File: src/hw/rtl/mer_pkg.sv
package mer_pkg;

	localparam int RADIUS_BITS  = 10;
	localparam int COORD_BITS   = 12;
	localparam int OUT_BITS     = 14;
	localparam int OFFX_BITS    = RADIUS_BITS + 1;
	localparam int OFFY_BITS    = RADIUS_BITS + 2;
	localparam int SQ_BITS      = 2 * RADIUS_BITS;
	localparam int TX_BITS      = OFFX_BITS + 1;
	localparam int TY_BITS      = OFFY_BITS - 1;
	localparam int SLOPE_BITS   = 34;
	localparam int DEC_BITS     = 48;
	localparam int TERM_BITS    = SLOPE_BITS + 2;
	localparam int MUL_A_BITS   = 32;
	localparam int MUL_B_BITS   = SQ_BITS;
	localparam int PROD_BITS    = MUL_A_BITS + MUL_B_BITS;
	localparam int CFG_IDX_BITS = 2;

	localparam logic [CFG_IDX_BITS-1:0] REG_RADIUS_X = 2'd0;
	localparam logic [CFG_IDX_BITS-1:0] REG_RADIUS_Y = 2'd1;
	localparam logic [CFG_IDX_BITS-1:0] REG_CENTER_X = 2'd2;
	localparam logic [CFG_IDX_BITS-1:0] REG_CENTER_Y = 2'd3;

	localparam logic CMD_START = 1'b0;
	localparam logic CMD_STEP  = 1'b1;

	typedef struct packed {
		logic [RADIUS_BITS-1:0] radius_x;
		logic [RADIUS_BITS-1:0] radius_y;
		logic [COORD_BITS-1:0]  center_x;
		logic [COORD_BITS-1:0]  center_y;
	} cfg_t;

	typedef struct packed {
		logic [MUL_A_BITS-1:0] a;
		logic [MUL_B_BITS-1:0] b;
	} mul_req_t;

	typedef struct packed {
		logic active;
		logic region_two;
	} stat_t;

endpackage

File: src/hw/rtl/mer_cmd_if.sv
interface mer_cmd_if;
	logic valid;
	logic ready;
	logic command;
	logic swap_axes;

	modport source (output valid, output command, output swap_axes, input ready);
	modport sink (input valid, input command, input swap_axes, output ready);
endinterface

File: src/hw/rtl/mer_pts_if.sv
interface mer_pts_if;
	logic                                valid;
	logic                                ready;
	logic                                valid_res;
	logic signed [mer_pkg::OUT_BITS-1:0] left_x;
	logic signed [mer_pkg::OUT_BITS-1:0] right_x;
	logic signed [mer_pkg::OUT_BITS-1:0] low_y;
	logic signed [mer_pkg::OUT_BITS-1:0] high_y;
	logic                                last;

	modport source (
		output valid, output valid_res, output left_x, output right_x,
		output low_y, output high_y, output last, input ready
	);
	modport sink (
		input valid, input valid_res, input left_x, input right_x,
		input low_y, input high_y, input last, output ready
	);
endinterface

File: src/hw/rtl/midpoint_ellipse_rasterizer.sv
// step beat: CHECK, ADV1, ADV2, ready; result registered in ADV1 once output is free
// start beat: 3 dependent products on the shared multiplier
// a step that crosses into region two adds 5 more products
// step while idle: a null result through NULL, one item in flight at a time
// asynchronous active-low reset clears the sequencer, the walk flags, the config and the output valid

module midpoint_ellipse_rasterizer (
	input  logic                             clk,
	input  logic                             arst_n,
	input  logic                             cfg_we,
	input  logic [mer_pkg::CFG_IDX_BITS-1:0] cfg_index,
	input  logic [mer_pkg::COORD_BITS-1:0]   cfg_data,
	mer_cmd_if.sink                          cmd,
	mer_pts_if.source                        pts
);

	mer_pkg::cfg_t                 cfg_q;
	mer_pkg::mul_req_t             req;
	logic [mer_pkg::PROD_BITS-1:0] prod_s1;
	mer_pkg::stat_t                stat;

	always_ff @(posedge clk or negedge arst_n) begin
		if (!arst_n) begin
			cfg_q <= '0;
		end else if (cfg_we) begin
			unique case (cfg_index)
				mer_pkg::REG_RADIUS_X: cfg_q.radius_x <= cfg_data[mer_pkg::RADIUS_BITS-1:0];
				mer_pkg::REG_RADIUS_Y: cfg_q.radius_y <= cfg_data[mer_pkg::RADIUS_BITS-1:0];
				mer_pkg::REG_CENTER_X: cfg_q.center_x <= cfg_data;
				mer_pkg::REG_CENTER_Y: cfg_q.center_y <= cfg_data;
			endcase
		end
	end

	mer_mul u_mul (
		.clk     (clk),
		.req     (req),
		.prod_s1 (prod_s1)
	);

	mer_walk u_walk (
		.clk     (clk),
		.arst_n  (arst_n),
		.cfg     (cfg_q),
		.cmd     (cmd),
		.pts     (pts),
		.req     (req),
		.prod_s1 (prod_s1),
		.stat    (stat)
	);

	assert property (@(posedge clk) disable iff (!arst_n)
		pts.valid && pts.last |-> pts.valid_res)
		else $error("last flag on a null result");

	assert property (@(posedge clk) disable iff (!arst_n)
		pts.valid && !pts.valid_res |-> (pts.left_x == '0) && (pts.right_x == '0)
			&& (pts.low_y == '0) && (pts.high_y == '0) && !pts.last)
		else $error("null result carries nonzero fields");

	assert property (@(posedge clk) disable iff (!arst_n)
		$rose(stat.region_two) |-> stat.active && !cmd.ready)
		else $error("region change outside an active walk");

	assert property (@(posedge clk) disable iff (!arst_n)
		cmd.valid && cmd.ready |=> !cmd.ready)
		else $error("second beat taken while an item is in flight");

endmodule

File: src/hw/rtl/mer_mul.sv
module mer_mul (
	input  logic                           clk,
	input  mer_pkg::mul_req_t              req,
	output logic [mer_pkg::PROD_BITS-1:0]  prod_s1
);

	always_ff @(posedge clk) begin
		prod_s1 <= mer_pkg::PROD_BITS'(req.a) * mer_pkg::PROD_BITS'(req.b);
	end

endmodule

File: src/hw/rtl/mer_walk.sv
module mer_walk (
	input  logic                          clk,
	input  logic                          arst_n,
	input  mer_pkg::cfg_t                 cfg,
	mer_cmd_if.sink                       cmd,
	mer_pts_if.source                     pts,
	output mer_pkg::mul_req_t             req,
	input  logic [mer_pkg::PROD_BITS-1:0] prod_s1,
	output mer_pkg::stat_t                stat
);

	localparam logic [2:0] ST_IDLE  = 3'd0;
	localparam logic [2:0] ST_MUL   = 3'd1;
	localparam logic [2:0] ST_CHECK = 3'd2;
	localparam logic [2:0] ST_ADV1  = 3'd3;
	localparam logic [2:0] ST_ADV2  = 3'd4;
	localparam logic [2:0] ST_NULL  = 3'd5;

	localparam logic [2:0] OP_A2   = 3'd0;
	localparam logic [2:0] OP_B2   = 3'd1;
	localparam logic [2:0] OP_SY   = 3'd2;
	localparam logic [2:0] OP_BTX  = 3'd3;
	localparam logic [2:0] OP_BTX2 = 3'd4;
	localparam logic [2:0] OP_AY   = 3'd5;
	localparam logic [2:0] OP_AY2  = 3'd6;
	localparam logic [2:0] OP_AB   = 3'd7;

	logic [2:0] state_q;
	logic [2:0] op_q;
	logic       phase_q;
	logic       active_q;
	logic       region_two_q;
	logic       pv_q;

	logic [mer_pkg::RADIUS_BITS-1:0]       eff_rx_q;
	logic [mer_pkg::RADIUS_BITS-1:0]       eff_ry_q;
	logic [mer_pkg::SQ_BITS-1:0]           a2_q;
	logic [mer_pkg::SQ_BITS-1:0]           b2_q;
	logic [mer_pkg::MUL_A_BITS-1:0]        m_q;
	logic [mer_pkg::OFFX_BITS-1:0]         off_x_q;
	logic signed [mer_pkg::OFFY_BITS-1:0]  off_y_q;
	logic signed [mer_pkg::SLOPE_BITS-1:0] sx_q;
	logic signed [mer_pkg::SLOPE_BITS-1:0] sy_q;
	logic signed [mer_pkg::DEC_BITS-1:0]   dec_q;
	logic signed [mer_pkg::TERM_BITS-1:0]  term_q;

	logic                                vres_q;
	logic signed [mer_pkg::OUT_BITS-1:0] lx_q;
	logic signed [mer_pkg::OUT_BITS-1:0] rx_q;
	logic signed [mer_pkg::OUT_BITS-1:0] ly_q;
	logic signed [mer_pkg::OUT_BITS-1:0] hy_q;
	logic                                last_q;

	logic in_acc;
	logic start_go;
	logic out_free;
	logic mul_done;
	logic adv1_go;
	logic adv2_go;
	logic null_go;
	logic need_r2;
	logic last_n;

	logic [mer_pkg::TX_BITS-1:0]           tx;
	logic [mer_pkg::OFFY_BITS-1:0]         ty_dec;
	logic [mer_pkg::TY_BITS-1:0]           ty_abs;
	logic [mer_pkg::RADIUS_BITS-1:0]       sel_rx;
	logic [mer_pkg::RADIUS_BITS-1:0]       sel_ry;
	logic [mer_pkg::SQ_BITS+mer_pkg::RADIUS_BITS-1:0] sy_half;
	logic signed [mer_pkg::SLOPE_BITS-1:0] two_a2;
	logic signed [mer_pkg::SLOPE_BITS-1:0] two_b2;
	logic signed [mer_pkg::SLOPE_BITS-1:0] sx_inc;
	logic signed [mer_pkg::SLOPE_BITS-1:0] sy_dec;
	logic signed [mer_pkg::TERM_BITS-1:0]  a2_t;
	logic signed [mer_pkg::TERM_BITS-1:0]  b2_t;

	logic [mer_pkg::OFFX_BITS-1:0]         ox_n;
	logic signed [mer_pkg::OFFY_BITS-1:0]  oy_n;
	logic signed [mer_pkg::SLOPE_BITS-1:0] sx_n;
	logic signed [mer_pkg::SLOPE_BITS-1:0] sy_n;
	logic signed [mer_pkg::TERM_BITS-1:0]  term_n;

	logic signed [mer_pkg::OUT_BITS-1:0] lx_n;
	logic signed [mer_pkg::OUT_BITS-1:0] rx_n;
	logic signed [mer_pkg::OUT_BITS-1:0] ly_n;
	logic signed [mer_pkg::OUT_BITS-1:0] hy_n;

	assign cmd.ready = (state_q == ST_IDLE);
	assign in_acc    = cmd.valid && cmd.ready;
	assign start_go  = in_acc && (cmd.command == mer_pkg::CMD_START);
	assign out_free  = !pv_q || pts.ready;
	assign mul_done  = (state_q == ST_MUL) && phase_q;
	assign adv1_go   = (state_q == ST_ADV1) && out_free;
	assign adv2_go   = (state_q == ST_ADV2);
	assign null_go   = (state_q == ST_NULL) && out_free;
	assign need_r2   = !region_two_q && (sx_q >= sy_q);
	assign last_n    = region_two_q && (off_y_q == '0);

	assign stat.active     = active_q;
	assign stat.region_two = region_two_q;

	assign sel_rx = cmd.swap_axes ? cfg.radius_y : cfg.radius_x;
	assign sel_ry = cmd.swap_axes ? cfg.radius_x : cfg.radius_y;

	// operands for the region change: 2x+1 and |y-1|
	assign tx     = {off_x_q, 1'b1};
	assign ty_dec = off_y_q - mer_pkg::OFFY_BITS'(1);
	assign ty_abs = (off_y_q == '0) ? mer_pkg::TY_BITS'(1) : ty_dec[mer_pkg::TY_BITS-1:0];

	assign sy_half = prod_s1[mer_pkg::SQ_BITS+mer_pkg::RADIUS_BITS-1:0];

	assign two_a2 = mer_pkg::SLOPE_BITS'({a2_q, 1'b0});
	assign two_b2 = mer_pkg::SLOPE_BITS'({b2_q, 1'b0});
	assign sx_inc = sx_q + two_b2;
	assign sy_dec = sy_q - two_a2;
	assign a2_t   = mer_pkg::TERM_BITS'(a2_q);
	assign b2_t   = mer_pkg::TERM_BITS'(b2_q);

	always_comb begin
		req = '0;
		unique case (op_q)
			OP_A2: begin
				req.a = mer_pkg::MUL_A_BITS'(eff_rx_q);
				req.b = mer_pkg::MUL_B_BITS'(eff_rx_q);
			end
			OP_B2: begin
				req.a = mer_pkg::MUL_A_BITS'(eff_ry_q);
				req.b = mer_pkg::MUL_B_BITS'(eff_ry_q);
			end
			OP_SY: begin
				req.a = mer_pkg::MUL_A_BITS'(a2_q);
				req.b = mer_pkg::MUL_B_BITS'(eff_ry_q);
			end
			OP_BTX: begin
				req.a = mer_pkg::MUL_A_BITS'(b2_q);
				req.b = mer_pkg::MUL_B_BITS'(tx);
			end
			OP_BTX2: begin
				req.a = m_q;
				req.b = mer_pkg::MUL_B_BITS'(tx);
			end
			OP_AY: begin
				req.a = mer_pkg::MUL_A_BITS'(a2_q);
				req.b = mer_pkg::MUL_B_BITS'(ty_abs);
			end
			OP_AY2: begin
				req.a = m_q;
				req.b = mer_pkg::MUL_B_BITS'(ty_abs);
			end
			OP_AB: begin
				req.a = mer_pkg::MUL_A_BITS'(a2_q);
				req.b = mer_pkg::MUL_B_BITS'(b2_q);
			end
		endcase
	end

	// one midpoint step, the decision term is applied in the cycle after the step
	always_comb begin
		ox_n   = off_x_q;
		oy_n   = off_y_q;
		sx_n   = sx_q;
		sy_n   = sy_q;
		term_n = '0;
		if (!region_two_q) begin
			ox_n = off_x_q + mer_pkg::OFFX_BITS'(1);
			sx_n = sx_inc;
			if (dec_q[mer_pkg::DEC_BITS-1]) begin
				term_n = mer_pkg::TERM_BITS'(sx_inc) + b2_t;
			end else begin
				oy_n   = off_y_q - mer_pkg::OFFY_BITS'(1);
				sy_n   = sy_dec;
				term_n = mer_pkg::TERM_BITS'(sx_inc) - mer_pkg::TERM_BITS'(sy_dec) + b2_t;
			end
		end else begin
			oy_n = off_y_q - mer_pkg::OFFY_BITS'(1);
			sy_n = sy_dec;
			if (!dec_q[mer_pkg::DEC_BITS-1] && (dec_q != '0)) begin
				term_n = a2_t - mer_pkg::TERM_BITS'(sy_dec);
			end else begin
				ox_n   = off_x_q + mer_pkg::OFFX_BITS'(1);
				sx_n   = sx_inc;
				term_n = mer_pkg::TERM_BITS'(sx_inc) - mer_pkg::TERM_BITS'(sy_dec) + a2_t;
			end
		end
	end

	assign lx_n = mer_pkg::OUT_BITS'(cfg.center_x) - mer_pkg::OUT_BITS'(off_x_q);
	assign rx_n = mer_pkg::OUT_BITS'(cfg.center_x) + mer_pkg::OUT_BITS'(off_x_q);
	assign ly_n = mer_pkg::OUT_BITS'(cfg.center_y) - mer_pkg::OUT_BITS'(off_y_q);
	assign hy_n = mer_pkg::OUT_BITS'(cfg.center_y) + mer_pkg::OUT_BITS'(off_y_q);

	always_ff @(posedge clk or negedge arst_n) begin
		if (!arst_n) begin
			state_q      <= ST_IDLE;
			op_q         <= OP_A2;
			phase_q      <= 1'b0;
			active_q     <= 1'b0;
			region_two_q <= 1'b0;
			pv_q         <= 1'b0;
		end else begin
			if (pts.ready && !adv1_go && !null_go) begin
				pv_q <= 1'b0;
			end
			unique case (state_q)
				ST_IDLE: begin
					if (in_acc) begin
						if (cmd.command == mer_pkg::CMD_START) begin
							active_q     <= 1'b1;
							region_two_q <= 1'b0;
							op_q         <= OP_A2;
							phase_q      <= 1'b0;
							state_q      <= ST_MUL;
						end else if (active_q) begin
							state_q <= ST_CHECK;
						end else begin
							state_q <= ST_NULL;
						end
					end
				end
				ST_MUL: begin
					phase_q <= !phase_q;
					if (phase_q) begin
						unique case (op_q)
							OP_A2:   op_q <= OP_B2;
							OP_B2:   op_q <= OP_SY;
							OP_SY:   state_q <= ST_CHECK;
							OP_BTX:  op_q <= OP_BTX2;
							OP_BTX2: op_q <= OP_AY;
							OP_AY:   op_q <= OP_AY2;
							OP_AY2:  op_q <= OP_AB;
							OP_AB: begin
								region_two_q <= 1'b1;
								state_q      <= ST_ADV1;
							end
						endcase
					end
				end
				ST_CHECK: begin
					if (need_r2) begin
						op_q    <= OP_BTX;
						phase_q <= 1'b0;
						state_q <= ST_MUL;
					end else begin
						state_q <= ST_ADV1;
					end
				end
				ST_ADV1: begin
					if (out_free) begin
						pv_q <= 1'b1;
						if (last_n) begin
							active_q <= 1'b0;
						end
						state_q <= ST_ADV2;
					end
				end
				ST_ADV2: begin
					state_q <= ST_IDLE;
				end
				ST_NULL: begin
					if (out_free) begin
						pv_q    <= 1'b1;
						state_q <= ST_IDLE;
					end
				end
				default: begin
					state_q <= ST_IDLE;
				end
			endcase
		end
	end

	always_ff @(posedge clk) begin
		if (start_go) begin
			eff_rx_q <= sel_rx;
			eff_ry_q <= sel_ry;
			off_x_q  <= '0;
			off_y_q  <= mer_pkg::OFFY_BITS'(sel_ry);
			sx_q     <= '0;
		end
		if (mul_done) begin
			unique case (op_q)
				OP_A2:   a2_q <= prod_s1[mer_pkg::SQ_BITS-1:0];
				OP_B2:   b2_q <= prod_s1[mer_pkg::SQ_BITS-1:0];
				OP_SY: begin
					sy_q  <= mer_pkg::SLOPE_BITS'({sy_half, 1'b0});
					dec_q <= mer_pkg::DEC_BITS'({b2_q, 2'b00})
						- mer_pkg::DEC_BITS'({sy_half, 2'b00})
						+ mer_pkg::DEC_BITS'(a2_q);
				end
				OP_BTX:  m_q <= prod_s1[mer_pkg::MUL_A_BITS-1:0];
				OP_BTX2: dec_q <= mer_pkg::DEC_BITS'(prod_s1);
				OP_AY:   m_q <= prod_s1[mer_pkg::MUL_A_BITS-1:0];
				OP_AY2:  dec_q <= dec_q + mer_pkg::DEC_BITS'({prod_s1, 2'b00});
				OP_AB:   dec_q <= dec_q - mer_pkg::DEC_BITS'({prod_s1, 2'b00});
			endcase
		end
		if (adv1_go) begin
			off_x_q <= ox_n;
			off_y_q <= oy_n;
			sx_q    <= sx_n;
			sy_q    <= sy_n;
			term_q  <= term_n;
			vres_q  <= 1'b1;
			lx_q    <= lx_n;
			rx_q    <= rx_n;
			ly_q    <= ly_n;
			hy_q    <= hy_n;
			last_q  <= last_n;
		end
		if (adv2_go) begin
			dec_q <= dec_q + (mer_pkg::DEC_BITS'(term_q) <<< 2);
		end
		if (null_go) begin
			vres_q <= 1'b0;
			lx_q   <= '0;
			rx_q   <= '0;
			ly_q   <= '0;
			hy_q   <= '0;
			last_q <= 1'b0;
		end
	end

	assign pts.valid     = pv_q;
	assign pts.valid_res = vres_q;
	assign pts.left_x    = lx_q;
	assign pts.right_x   = rx_q;
	assign pts.low_y     = ly_q;
	assign pts.high_y    = hy_q;
	assign pts.last      = last_q;

endmodule

File: src/flat_wrapper.sv
// flat-port wrapper written by rule: the top's interface ports become plain ports
module midpoint_ellipse_rasterizer_flat 
  (clk, arst_n, cfg_we, cfg_index, cfg_data, cmd_valid, cmd_command, cmd_swap_axes, cmd_ready, pts_valid, pts_valid_res, pts_left_x, pts_right_x, pts_low_y, pts_high_y, pts_last, pts_ready);
  mer_cmd_if cmd_i ();
  mer_pts_if pts_i ();
  input  logic clk;
  input  logic arst_n;
  input  logic cfg_we;
  input  logic [mer_pkg::CFG_IDX_BITS-1:0] cfg_index;
  input  logic [mer_pkg::COORD_BITS-1:0] cfg_data;
  input wire logic [$bits(cmd_i.valid)-1:0] cmd_valid;
  input wire logic [$bits(cmd_i.command)-1:0] cmd_command;
  input wire logic [$bits(cmd_i.swap_axes)-1:0] cmd_swap_axes;
  output wire logic [$bits(cmd_i.ready)-1:0] cmd_ready;
  output wire logic [$bits(pts_i.valid)-1:0] pts_valid;
  output wire logic [$bits(pts_i.valid_res)-1:0] pts_valid_res;
  output wire logic [$bits(pts_i.left_x)-1:0] pts_left_x;
  output wire logic [$bits(pts_i.right_x)-1:0] pts_right_x;
  output wire logic [$bits(pts_i.low_y)-1:0] pts_low_y;
  output wire logic [$bits(pts_i.high_y)-1:0] pts_high_y;
  output wire logic [$bits(pts_i.last)-1:0] pts_last;
  input wire logic [$bits(pts_i.ready)-1:0] pts_ready;
  assign cmd_i.valid = cmd_valid;
  assign cmd_i.command = cmd_command;
  assign cmd_i.swap_axes = cmd_swap_axes;
  assign cmd_ready = cmd_i.ready;
  assign pts_valid = pts_i.valid;
  assign pts_valid_res = pts_i.valid_res;
  assign pts_left_x = pts_i.left_x;
  assign pts_right_x = pts_i.right_x;
  assign pts_low_y = pts_i.low_y;
  assign pts_high_y = pts_i.high_y;
  assign pts_last = pts_i.last;
  assign pts_i.ready = pts_ready;
  midpoint_ellipse_rasterizer u_core (.clk(clk), .arst_n(arst_n), .cfg_we(cfg_we), .cfg_index(cfg_index), .cfg_data(cfg_data), .cmd(cmd_i), .pts(pts_i));
endmodule
File: config.mk
export PLATFORM = sky130hd
export DESIGN_NAME = midpoint_ellipse_rasterizer_flat
export DESIGN_NICKNAME = d
export VERILOG_FILES = /design/src/hw/rtl/mer_pkg.sv /design/src/hw/rtl/mer_cmd_if.sv /design/src/hw/rtl/mer_pts_if.sv /design/src/hw/rtl/midpoint_ellipse_rasterizer.sv /design/src/hw/rtl/mer_mul.sv /design/src/hw/rtl/mer_walk.sv /design/src/flat_wrapper.sv
export SDC_FILE = /design/constraint.sdc
export NUM_CORES = 2
export LEC_CHECK = 0
export ABC_AREA = 1
export CORE_MARGIN = 3
export CORE_UTILIZATION = 33
export CTS_CLUSTER_SIZE = 24
export DETAILED_ROUTE_END_ITERATION = 10
export DONT_BUFFER_PORTS = 1
export PLACE_DENSITY_LB_ADDON = 0.15
export SLEW_MARGIN = 20
export SYNTH_ARGS = -nofsm -noshare
export SYNTH_HDL_FRONTEND = slang
export SYNTH_SLANG_ARGS = --single-unit
File: constraint.sdc
create_clock -name clk -period 8.9 [get_ports clk]
set_clock_uncertainty 0.15 [all_clocks]
set_input_delay 0.445 -clock clk [delete_from_list [all_inputs] [get_ports clk]]
set_output_delay 0.445 -clock clk [all_outputs]
set_load 0.01 [all_outputs]
=== Word level (Yosys, flattened, before mapping) ===
Cells that the tools add are included.

* Logic and storage cells: 181
* Flip-flop bits (word level): 427
* Output and inout bits: 60
* Bits of input ports: 21

* $mul: 1
* Eq/ne operators: 27
* Reduce and logical (&&, ||, !) cells: 48
* Bitwise operators: 1
* $lt $le $gt $ge: 1
* Add/subtract/negate cells: 18
* Mux-type cells: 57

{| class="wikitable"
|+ Operators by type and width
! cell !! number
|-
| $pmux 52 s8 || 1
|-
| $mux 34 || 9
|-
| $pmux 48 s4 || 1
|-
| $mux 36 || 3
|-
| $mux 48 || 2
|-
| $add 35x21->36 || 2
|-
| $mux 11 || 5
|-
| $add 48x38->48 || 1
|-
| $add 48x48->48 || 1
|-
| $mul 32x20->48 || 1
|-
| $mux 12 || 4
|-
| $reduce_bool 48->1 || 1
|-
| $sub 48x48->48 || 1
|-
| $add 34x21->35 || 1
|-
| $sub 21x34->35 || 1
|-
| $sub 34x34->35 || 1
|-
| $add 33x21->34 || 1
|-
| $add 34x22->34 || 1
|-
| $ge 34x34->1 || 1
|-
| $sub 34x22->34 || 1
|-
| $sub 22x32->33 || 1
|-
| $mux 3 || 10
|-
| $mux 10 || 2
|-
| $reduce_and 2->1 || 10
|-
| 39 further kinds || 91
|}

=== Depth between registers and ports, before layout ===
* Word-level depth: 9
* Depth in mapped cells: 43
* Depth with buffers taken out: 41

=== Cells and area by module ===
From an unflattened synthesis, not the netlist that was laid out.

* Cell total of the unflattened synthesis: 8,458
* Area, all modules: 60,820.8 um2

{| class="wikitable"
|+ By module, submodules not included
! module !! area an instance (um2) !! cells each !! times used !! seq. area each (um2)
|-
| mer_walk || 35,445.2 || 5,070 || 1 || 9,288.9
|-
| mer_mul || 23,512.6 || 3,189 || 1 || 1,041.0
|-
| midpoint_ellipse_rasterizer || 1,863.0 || 199 || 1 || 1,101.1
|}

=== Least setup slack after synthesis ===
No wires, ideal clock.

* Path type: flip-flop to flip-flop
* From: register u_core.u_walk.op_q[2]
* To: register u_core.u_mul.prod_s1[40] (netlist bit)
* Library setup time: 0.112 ns
* Slack: 1.288 ns
* Data required time: 8.638 ns
* Arrival time: 7.350 ns
* Stages on the path, launching flop included: 33
* Clock period less this slack: 7.612 ns
* Path buffers: 2
* Cell sequence: dfrtp_1 buf_4 inv_2 nand3_1 inv_1 nor3_2 inv_2 nand2_1 o2111ai_1 nand2_1 clkbuf_1 nor2_1 fa_1 inv_1 fa_1 fa_1 inv_1 fa_1 fa_1 fa_1 inv_1 fa_1 inv_1 ha_1 nand2_1 nor2_1 nand2_1 o311ai_0 a21oi_1 o21ai_0 nand2_1 nand3_1 nand2_1

* Word-level cells in the longest chain between the ends: 3
* Elaborated cells between the ends (all ways): 10
* Those cells by class: mul: 1; eq/ne: 7; mux: 1; reduce/logical: 1

{| class="wikitable"
|+ RTL lines
! item !! RTL line !! source
|-
| start: declaration || mer_walk.sv:29 || <nowiki>logic [2:0] op_q;</nowiki>
|-
| start signal: assignment || mer_walk.sv:195 || <nowiki>op_q <= OP_A2;</nowiki>
|-
| start signal: assignment || mer_walk.sv:210 || <nowiki>op_q <= OP_A2;</nowiki>
|-
| start signal: assignment || mer_walk.sv:224 || <nowiki>OP_A2: op_q <= OP_B2;</nowiki>
|-
| $eq 3x3->1 (tied with other cells) || mer_walk.sv:121 || <nowiki>unique case (op_q)</nowiki>
|-
| $pmux 52 s8 (*) || mer_walk.sv:121 ||
|-
| $mul 32x20->48 (*) || mer_mul.sv:8 || <nowiki>prod_s1 <= mer_pkg::PROD_BITS'(req.a) * mer_pkg::PROD_BITS'(req.b);</nowiki>
|-
| end signal: assignment || mer_mul.sv:8 ||
|-
| end: declaration || mer_mul.sv:4 || <nowiki>output logic [mer_pkg::PROD_BITS-1:0] prod_s1</nowiki>
|}

Mark *: on every way between the ends. The rest lies on a longest branch, timed or not.
A chain may end at the register's enable or synchronous reset.

=== Worst setup path in the final report ===
* From: register u_core.u_walk.op_q[1]
* To: register u_core.u_mul.prod_s1[27] (netlist bit)

Same word-level chain as after synthesis.

==> flow_metrics.env <==
export IMPL_met2_usage_pct=44.3
export IMPL_first_pass_iters=6
export IMPL_groute_usage_overall_pct=27.3
export IMPL_postCtsSetupBuffers=0
export IMPL_timing_final_ws_setup_ns=0.334
export IMPL_grt_util_met1_pct=38.0
export IMPL_busiest_layer="met2"
export IMPL_overflow=0
export IMPL_endpoint="u_core.u_mul.prod_s1[27]"
export IMPL_fp_dieArea_um2=193000
export IMPL_crit_required_ns=9.35
export IMPL_synth_area_um2=61800
export IMPL_start_util_pct=33.3
export IMPL_mostFrequentLayoutCell="nand2_1"
export IMPL_tightest_slew_ns=1.14
export IMPL_avgViaCountPerCell=5.16
export IMPL_die_h_um=439
export IMPL_synth_area_leaders="fa_1 18%, nand2_1 13%, edfxtp_1 13%"
export IMPL_crit_slowest_cell="o21ai_1"
export IMPL_port_buffers=0
export IMPL_synthesis_yosys_warnings=0
export IMPL_synthCells=8824
export IMPL_nNetsFinal=10000
export IMPL_fin_tns_setup_ns=0
export IMPL_reg2reg_to="u_core.u_mul.prod_s1[27]"
export IMPL_clk_pin_slew_ns=0.06
export IMPL_reg2reg_depth=31
export IMPL_timing_final_crit_share_pct=96.3
export IMPL_reg2reg_slack_ns=0.33
export IMPL_die_w_um=439
export IMPL_ios=81
export IMPL_outcome="completed"
export IMPL_synthArstFlopShare_pct=12.8
export IMPL_clock_latency_ns=0.74
export IMPL_cts_buffers=55
export IMPL_hp_class="in2async"
export IMPL_ant_nets=0
export IMPL_slew_headroom_pct=23.6
export IMPL_startpoint="u_core.u_walk.op_q[1]"
export IMPL_crit_path_start_kind="flip-flop"
export IMPL_cp_arrival_ns=9.02
export IMPL_grt_pass1_vias=58200
export IMPL_criticalPathCategory="reg2reg"
export IMPL_synth_top_area_cell="fa_1"
export IMPL_synth_edf_count=265
export IMPL_grt_pass1_wl_mm=391
export IMPL_cts_root_buf="clkbuf_16"
export IMPL_hold_worst_slack_ns=0.0851
export IMPL_drt_iter0_drc=5533
export IMPL_clock_fmax_ghz=0.117
export IMPL_final_setup_viol_count=0
export IMPL_synthDominantCellAreaShare_pct=17.7
export IMPL_drv_cap=0
export IMPL_cts_tree="done"
export IMPL_path_max_fanout=12
export IMPL_ys_flop_type="edfxtp_1"
export IMPL_reg2reg_from="u_core.u_walk.op_q[1]"
export IMPL_syn_to_final_growth_pct=10.0
export IMPL_syn_avg_cell_area_um2=7.01
export IMPL_drv_slew=0
export IMPL_dpl_hpwl_mm=224
export IMPL_routed_wl_mm=267
export IMPL_drc=0
export IMPL_num_vias=59400
export IMPL_grt_max_degree=94
export IMPL_gp_congestion=0.975
export IMPL_yosys_register_bits=421
export IMPL_met3_usage_pct=3.48
export IMPL_synth_cell_type_count=77
export IMPL_layout_min_cycle_time_ns=8.57
export IMPL_cts_htree_levels=2
export IMPL_hold_viol=0
export IMPL_cts_sinks=421
export IMPL_drive_gt1_share_pct=5.21
export IMPL_pre_cts_ws_ns=0.0552
export IMPL_antenna_found_initial=6
export IMPL_crit_path_end_kind="flip-flop"
export IMPL_cts_path_max_buffers=3
export IMPL_post_drt_wl_per_cell_um=23.2
export IMPL_max_stage_delay_ns=0.58
export IMPL_rows=158
export IMPL_final_cell_mix="2132 x nand2_1, 1609 x inv_1, 943 x nor2_1"
export IMPL_synth_seq_area_share_pct=18.4
export IMPL_core_um2=186000
[what timing repair did]
item                                    CTS  global route
gates resized for setup                   1            34
endpoints found under the setup margin    1            22
hold buffers                             22             0
endpoints found under the hold margin   134             0
pin swaps                                 0             1
cloned                                    0             0
[metal layers]
metal,part of all wire [%],up-vias
met5,0.010,-
met4,3.2,4
met3,6.5,298
met2,45,1972
met1,45,28800
li1,-,28300
[worst min path at each step]
stage,start,end,slack (ns),depth (start not counted)
after floorplan,arst_n,u_core.cfg_q[0],-0.0006,0
after global placement,arst_n,u_core.cfg_q[36],0.004,0
after detailed placement,arst_n,u_core.cfg_q[26],0.004,0
after CTS,arst_n,u_core.cfg_q[26],0.05,2
after global routing,arst_n,u_core.cfg_q[26],0.1,2
final,arst_n,u_core.cfg_q[26],0.09,2
[sequential cells by signal, indices dropped and copies added (netlist names), 3 cells and up]
| register | flops |
|---|---|
| u_core.cfg_q | 44 |
| u_core.u_mul.prod_s1 | 48 |
| u_core.u_walk.a2_q | 20 |
| u_core.u_walk.b2_q | 20 |
| u_core.u_walk.dec_q | 48 |
| u_core.u_walk.eff_rx_q | 10 |
| u_core.u_walk.eff_ry_q | 10 |
| u_core.u_walk.m_q | 32 |
| u_core.u_walk.off_x_q | 11 |
| u_core.u_walk.off_y_q | 12 |
| u_core.u_walk.op_q | 3 |
| u_core.u_walk.pts.high_y | 13 |
| u_core.u_walk.pts.left_x | 12 |
| u_core.u_walk.pts.low_y | 14 |
| u_core.u_walk.pts.right_x | 13 |
| u_core.u_walk.state_q | 3 |
| u_core.u_walk.sx_q | 33 |
| u_core.u_walk.sy_q | 33 |
| u_core.u_walk.term_q | 36 |
[final cells by class]
cell class / instances / area [um2]
fillers: 20200 / 118000
multi-input cells: 6658 / 44000
flip-flops and latches: 421 / 11400
inverters: 1659 / 6230
well taps: 2480 / 3100
repair buffers: 184 / 1510
clock buffers: 63 / 1440
clock inverters: 39 / 412
diodes: 2 / 5.00
[synth_stat cells (all sizes together), types with 33 or more instances]
library cell and instances:
a21oi 588, ha 499, a31oi 49, nand4 104, xor2 218, xnor2 75, nand3 392, o21bai 37
dfxtp 102, clkbuf 102, a21o 33, nor2 996, fa 546, nor3 68, dfrtp 54, nor4 44
o211ai 33, edfxtp 265, nand2 2170, inv 1647, buf 69, o21ai 538
[kinds of logic after synthesis]
| logic type | after synthesis | share of synthesized area [%] |
|---|---|---|
| compound gates | 1390 | 12.5 |
| flops | 421 | 18.4 |
| xor+xnor | 293 | 4.15 |
| other cells | 2 | 0.0121 |
| buf+inv | 1830 | 11.3 |
| fa+ha+maj | 1045 | 27.8 |
| simple gates | 3843 | 25.9 |
[critical path: cells and delay by family, from the launching register on]
kind            cells  cell delay (ns)
fa+ha+maj           8             3.99
simple gates        9             1.63
compound gates      4             1.10
buf+inv             9             0.99
flops               1             0.45
xor+xnor            1             0.14
[stage by stage]
stage          std cells  util (%)  instance area, um2
5_1_grt            11500      36.6               68000
3_3_place_gp       11400      35.4               65800
6_report           11500      36.6               68000
4_1_cts            11500      36.5               67900
2_1_floorplan       8909         -               62200
3_5_place_dp       11400      35.4               65800
Power is left out: the tool's default activity adds up to more than one toggle a clock period on the data nets, which glitch-free logic cannot reach.
